`src/rtl/sosc_pkg.sv`:
```
// Shared types and constants for the stack output sequence check.
`default_nettype none
package sosc_pkg;

  // Width of one sequence element
  localparam int unsigned VALUE_W = 8;

  // State held by one compare cell
  typedef struct packed {
    logic               occupied;
    logic               have_prev;
    logic [VALUE_W-1:0] prev;
    logic [VALUE_W-1:0] pivot;
  } cell_t;

endpackage
`default_nettype wire

```
`src/rtl/sosc_cell.sv`:
```
// One compare cell of the chain: holds one stored element and its watch state.
`default_nettype none
module sosc_cell (
  input  wire                         clk,
  input  wire                         rst,
  input  wire                         advance,   // an element is taken into the chain
  input  wire                         clear,     // discard the stored sequence
  input  wire [sosc_pkg::VALUE_W-1:0] value,     // arriving element
  input  sosc_pkg::cell_t             up_state,  // updated state of the upstream cell
  output sosc_pkg::cell_t             upd_state, // own state after seeing the arrival
  output logic                        bad        // arrival breaks the order rule
);
  import sosc_pkg::*;

  cell_t state;

  // Compare the arrival against the stored pivot
  logic below;
  assign below = state.occupied && (value < state.pivot);
  assign bad   = advance && below && state.have_prev && (state.prev < value);

  // Track the last smaller element seen after the pivot
  always_comb begin
    upd_state = state;
    if (below) begin
      upd_state.prev      = value;
      upd_state.have_prev = 1'b1;
    end
  end

  // Take the upstream state whenever an element advances into the chain
  always_ff @(posedge clk) begin
    if (rst || clear) begin
      state.occupied <= 1'b0;
    end else if (advance) begin
      state.occupied <= up_state.occupied;
    end
    if (advance) begin
      state.have_prev <= up_state.have_prev;
      state.prev      <= up_state.prev;
      state.pivot     <= up_state.pivot;
    end
  end

endmodule
`default_nettype wire

```
`src/rtl/stack_output_sequence_check_top.sv`:
```
// Top level of the stack output sequence check: cell chain, counters and result stage.
`default_nettype none
// Takes one element per beat on the slave side, with tlast on the final element, and
// tells whether the sequence is a legal stack pop order (no 312 pattern). One element is
// accepted every clock cycle unless two results wait: a chain of MAX_LEN compare cells
// shifts the stored elements along by one per beat, and every cell compares the arriving
// element against its own stored value in that same cycle. The result of the tlast beat
// is registered into the output register that drives the master side, or into the
// one-deep skid stage while that output is held; the two let input beats keep flowing
// while one result waits, and the input stalls once two results wait. Elements beyond
// MAX_LEN are dropped, and such a sequence reports overflowed and not legal.
module stack_output_sequence_check_top #(
  parameter int unsigned MAX_LEN = 32
) (
  input  wire        clk,
  input  wire        rst,
  input  wire        s_tvalid,
  output logic       s_tready,
  input  wire  [7:0] s_tdata,   // [7:0] element_value
  input  wire        s_tlast,   // is_last
  output logic       m_tvalid,
  input  wire        m_tready,
  output logic [7:0] m_tdata    // [0] is_legal, [1] overflowed, [7:2] zero
);
  import sosc_pkg::*;

  localparam int unsigned CNT_W = $clog2(MAX_LEN + 1);
  localparam logic [CNT_W-1:0] FULL = CNT_W'(MAX_LEN);

  logic [CNT_W-1:0] count;
  logic             overflow_seen;
  logic             bad_seen;

  logic             in_fire;
  logic             full;
  logic             advance;
  logic             clear;

  assign in_fire = s_tvalid && s_tready;
  assign full    = (count == FULL);
  assign advance = in_fire && !full;
  assign clear   = in_fire && s_tlast;

  // Build the chain of compare cells
  cell_t            up   [MAX_LEN];
  cell_t            upd  [MAX_LEN];
  logic [MAX_LEN-1:0] cell_bad;

  genvar gi;
  generate
    for (gi = 0; gi < MAX_LEN; gi++) begin : g_cell
      if (gi > 0) begin : g_link
        assign up[gi] = upd[gi-1];
      end else begin : g_head
        // Feed the arriving element into the head of the chain
        assign up[gi] = '{occupied: 1'b1, have_prev: 1'b0, prev: '0,
                          pivot: s_tdata[VALUE_W-1:0]};
      end
      sosc_cell u_cell (
        .clk       (clk),
        .rst       (rst),
        .advance   (advance),
        .clear     (clear),
        .value     (s_tdata[VALUE_W-1:0]),
        .up_state  (up[gi]),
        .upd_state (upd[gi]),
        .bad       (cell_bad[gi])
      );
    end
  endgenerate

  logic bad_now;
  logic ovf_now;
  assign bad_now = |cell_bad;
  assign ovf_now = in_fire && full;

  // Count elements and hold sticky flags for the current sequence
  always_ff @(posedge clk) begin
    if (rst || clear) begin
      count         <= '0;
      overflow_seen <= 1'b0;
      bad_seen      <= 1'b0;
    end else begin
      if (advance) begin
        count <= count + CNT_W'(1);
      end
      if (ovf_now) begin
        overflow_seen <= 1'b1;
      end
      if (bad_now) begin
        bad_seen <= 1'b1;
      end
    end
  end

  // Form the result of the sequence that ends on this beat
  logic [1:0] res;
  logic       res_ovf;
  assign res_ovf = overflow_seen || ovf_now;
  assign res     = {res_ovf, !res_ovf && !bad_seen && !bad_now};

  // Output register with one-deep skid stage
  logic       out_valid;
  logic [1:0] out_data;
  logic       skid_valid;
  logic [1:0] skid_data;

  assign s_tready = !skid_valid;

  always_ff @(posedge clk) begin
    if (rst) begin
      out_valid  <= 1'b0;
      skid_valid <= 1'b0;
    end else if (out_valid && !m_tready) begin
      if (clear) begin
        skid_valid <= 1'b1;
      end
    end else if (skid_valid) begin
      out_valid  <= 1'b1;
      skid_valid <= clear;
    end else begin
      out_valid  <= clear;
    end
  end

  always_ff @(posedge clk) begin
    if (out_valid && !m_tready) begin
      if (clear) begin
        skid_data <= res;
      end
    end else if (skid_valid) begin
      out_data  <= skid_data;
      skid_data <= res;
    end else begin
      out_data  <= res;
    end
  end

  assign m_tvalid = out_valid;
  assign m_tdata  = {6'b0, out_data};

  // Checks on the internal logic
  a_skid_behind_out: assert property (@(posedge clk) disable iff (rst)
    skid_valid |-> out_valid)
    else $error("skid stage holds a result while the output register is empty");

  a_count_bound: assert property (@(posedge clk) disable iff (rst)
    count <= FULL)
    else $error("element count exceeds capacity");

  a_restart: assert property (@(posedge clk) disable iff (rst)
    clear |=> (count == '0) && !overflow_seen && !bad_seen)
    else $error("sequence state not discarded after the final beat");

  a_ovf_not_legal: assert property (@(posedge clk) disable iff (rst)
    out_valid |-> !(out_data[1] && out_data[0]))
    else $error("overflowed sequence reported as legal");

endmodule
`default_nettype wire

```
`config.mk`:
```
export PLATFORM = sky130hd
export DESIGN_NAME = stack_output_sequence_check_top
export DESIGN_NICKNAME = d
export VERILOG_FILES = /design/src/rtl/sosc_pkg.sv /design/src/rtl/sosc_cell.sv /design/src/rtl/stack_output_sequence_check_top.sv
export SDC_FILE = /design/constraint.sdc
export NUM_CORES = 1
export LEC_CHECK = 0
export ABC_AREA = 0
export BUFFER_PORTS_ARGS = -buffer_cell sky130_fd_sc_hd__buf_2
export CORE_MARGIN = 1.5
export CORE_UTILIZATION = 49
export CTS_CLUSTER_SIZE = 25
export DETAILED_ROUTE_END_ITERATION = 7
export SLEW_MARGIN = 25
export SYNTH_ARGS = -nofsm -noshare
export SYNTH_HDL_FRONTEND = slang
export SYNTH_SLANG_ARGS = --single-unit
```
`constraint.sdc`:
```
create_clock -name clk -period 22.1 [get_ports clk]
set_clock_uncertainty 0.15 [all_clocks]
set_input_delay 3.315 -clock clk [delete_from_list [all_inputs] [get_ports clk]]
set_output_delay 3.315 -clock clk [all_outputs]
set_load 0.005 [all_outputs]
```
==> out/qor.yml <==
critical_path:
  criticalPathCategory: "input port to register"
  critical_path_peak_fanout: 29
  reg2reg_depth: 7
  cp.depth: 11
  crit_family: "buffers and inverters"
  rrSetupSlack_ns: 17.36
  cp_cell_sequence: "buf_2 -> inv_1 -> buf_4 -> ha_1 -> nand2_1 -> or3_1 -> o311ai_0 -> nand4_1 -> nor4_2 -> nand4_2 -> a211oi_2"
  critical_path_required_ns: 22.39
  crit_path_start_kind: "input port"
  crit_end: "skid_data[0]"
  cp_slowest_stage_delay_ns: 0.71
  cp_slowest_cell: "o311ai_0"
  critPathArrivalTime_ns: 7.53
  r2r-start: "count[0]"
  end_kind: "register"
  critPathLaunch: "s_tdata[5]"
  rr_endpoint: "g_cell[13].u_cell.upd_state[4]"
  worst-path-buf-inv: 3
drt:
  drtAntennaViolNets: 0
  wl_met2_mm: 35.2
  viasPerCell: 5.66
  highest_layer: "met5"
  vias: 19417
  wl_met1_mm: 31.2
  drtIter0Drc: 1335
  wl_mm: 70.8
  wl_per_cell_um: 20.6
  first_pass_iters: 6
  drc: 0
  met3_length_mm: 2.98
sta:
  fmax_mhz: 138
  setup_viol_count_final: 0
  final.setup.tns_ns: 0
  period_share: 0.328
  min_period_ns: 7.24
  rsz0062_at_grt: "false"
  hold_viol: 0
  slew_violations: 0
  worst_pin_slew_ns: 1.04
  slew_headroom: 0.308
clock_tree:
  postCtsSetupRepairBufs: 0
  cts_buffer_depth: 3
  cts_max_level: 3
  cts_tree: "built"
  cts-resized-gates: 0
  path_clk_slew_ns: 0.06
  holdBufCountCts: 0
  cts_made_buffers: 66
  clkLatencyLatePin_ns: 0.60
  clkSinkCount: 581
  cts_root_buffer: "clkbuf_16"
flow_run:
  maxCapViolCount: 0
synthesis:
  synth_ff_type: "edfxtp_1"
  async_reset_ff_frac: 0
  synth-edff-count: 539
  synth_area_sq_um: 31600
  yosys_warnings: 0
  ys_ff_latch: 581
  syn_inst: 2462
  avgSynthCellArea_sq_um: 12.8
  ys_seq_area_frac: 0.539
  yosysUniqueCellTypes: 76
cells_and_area:
  syn2layout_area_growth_pct: 10.2
  final_cells: 3430
  postLayoutCoreUtil: 0.548
  drive_gt1_frac: 0.153
  final_nets: 2989
  fill_cells: 5306
  stdcell_area_sq_um: 34800
place:
  port_buffers: 16
  place_hpwl_mm: 45.4
  gp_congestion: 0.803
  placed_cells: 3310
  place_area_sq_um: 32700
floorplanning:
  design.die.area_sq_um: 66000
  die_y_um: 257
  io_pins: 23
  placeableCoreArea_sq_um: 63400
  initial_utilization: 0.498
  fp.dieW_um: 257
  fp-row-count: 92
worst_hold_path:
  min_path_cells: 0
  hold_class: "register to register"
global_routing:
  antenna_found_initial: 2
  track_usage: 0.217
  globalRouteOverflowTotal: 0
  grt_max_degree: 135
  grt_pass1_vias: 20037
  grt_pass1_wl_mm: 111
outcome:
  outcome: "finished clean"
power:
  ir_drop_uv: 45.5
  total_leakage_power_nw: 14.1
  power.density_nw_per_um2: 74.8
[layer usage]
| metal | global-route usage | up-vias |
|---|---|---|
| li1 | - | 9332 |
| met1 | 0.277 | 9622 |
| met2 | 0.380 | 362 |
| met3 | 0.0343 | 99 |
| met4 | 0.0636 | 2 |
| met5 | 0 | - |
[stage by stage]
step / worst slack [ns] / power (mW) / hold WS [ns]
2_1_floorplan: 1.91 / 1.52 / 0.265
3_3_place_gp: 13.99 / 1.57 / 0.273
3_5_place_dp: 14.32 / 1.58 / 0.273
4_1_cts: 14.93 / 2.63 / 0.283
5_1_grt: 14.65 / 2.72 / 0.295
6_report: 14.86 / 2.60 / 0.285
[state kept, by name, summed over array words and instances, names as in the netlist]
name                     cells
count                        6
m_tvalid                     1
bad_seen                     1
out_data                     2
skid_data                    2
overflow_seen                1
g_cell.u_cell.upd_state    288
skid_valid                   1
g_cell.u_cell.state        279
[where the power goes]
part / internal, mW / total (mW) / switching [mW]
combinational: 0.0984 / 0.254 / 0.155
sequential: 1.27 / 1.31 / 0.0323
clock: 0.604 / 1.04 / 0.440
total: 1.98 / 2.60 / 0.628
[placed cells by master (no fill, tap or decap), types with 42 or more instances in the layout]
cell / synthesis / routed
dfxtp_1: 42 / 42
inv_1: 250 / 249
mux2_2: 201 / 201
o21ai_0: 145 / 145
clkbuf_16: 0 / 69
a21oi_1: 104 / 104
nor2_1: 67 / 67
nand2_1: 176 / 176
edfxtp_1: 539 / 539
ha_1: 443 / 443
[cell usage after synthesis, types with 22 or more instances]
master | n | area [sq um]
nand4_1 | 36 | 225
nand2b_1 | 28 | 175
nor3b_1 | 39 | 293
o21ai_0 | 145 | 726
nand2_1 | 176 | 661
or2_2 | 25 | 156
a211oi_1 | 22 | 165
nor2_1 | 67 | 251
mux2_2 | 201 | 2260
nor3_1 | 41 | 205
clkbuf_1 | 34 | 128
a21oi_1 | 104 | 521
inv_1 | 250 | 938
edfxtp_1 | 539 | 16200
a21o_1 | 32 | 240
nor2b_1 | 39 | 244
dfxtp_1 | 42 | 841
ha_1 | 443 | 5540
[cells by family after synthesis]
logic type | count (synthesis) | synth area share
buffers and inverters | 303 | 0.0386
multiplexers | 201 | 0.0717
flip-flops | 581 | 0.539
adder cells (fa/ha/maj) | 443 | 0.176
AND/OR/NAND/NOR | 507 | 0.0850
AO/OA/AOI/OAI | 422 | 0.0887
other | 1 | 0.000119
XOR/XNOR | 4 | 0.00111
[how the worst min path moves through the flow]
| stage | start | to | slack, ns |
|---|---|---|---|
| 2_1_floorplan | g_cell[18].u_cell.upd_state[0] | g_cell[19].u_cell.upd_state[0] | 0.27 |
| 3_3_place_gp | g_cell[20].u_cell.upd_state[0] | g_cell[21].u_cell.upd_state[0] | 0.27 |
| 3_5_place_dp | g_cell[18].u_cell.upd_state[0] | g_cell[19].u_cell.upd_state[0] | 0.27 |
| 4_1_cts | g_cell[17].u_cell.upd_state[6] | g_cell[18].u_cell.upd_state[6] | 0.28 |
| 5_1_grt | g_cell[17].u_cell.upd_state[6] | g_cell[18].u_cell.upd_state[6] | 0.29 |
| 6_report | g_cell[18].u_cell.upd_state[0] | g_cell[19].u_cell.upd_state[0] | 0.29 |
[cell type report]
type                            instances  area [sq um]  share of cell area
Inverter                              251           955              0.0274
Clock inverter                         29           189             0.00543
Antenna cell                            1          2.50           0.0000719
Clock buffer                           89          1830              0.0527
Timing Repair Buffer                   50           362              0.0104
Sequential cell                       581         17000               0.490
Tap cell                              846          1060              0.0304
Multi-Input combinational cell       1583         13400               0.384
(Power assumes the default switching activity.)
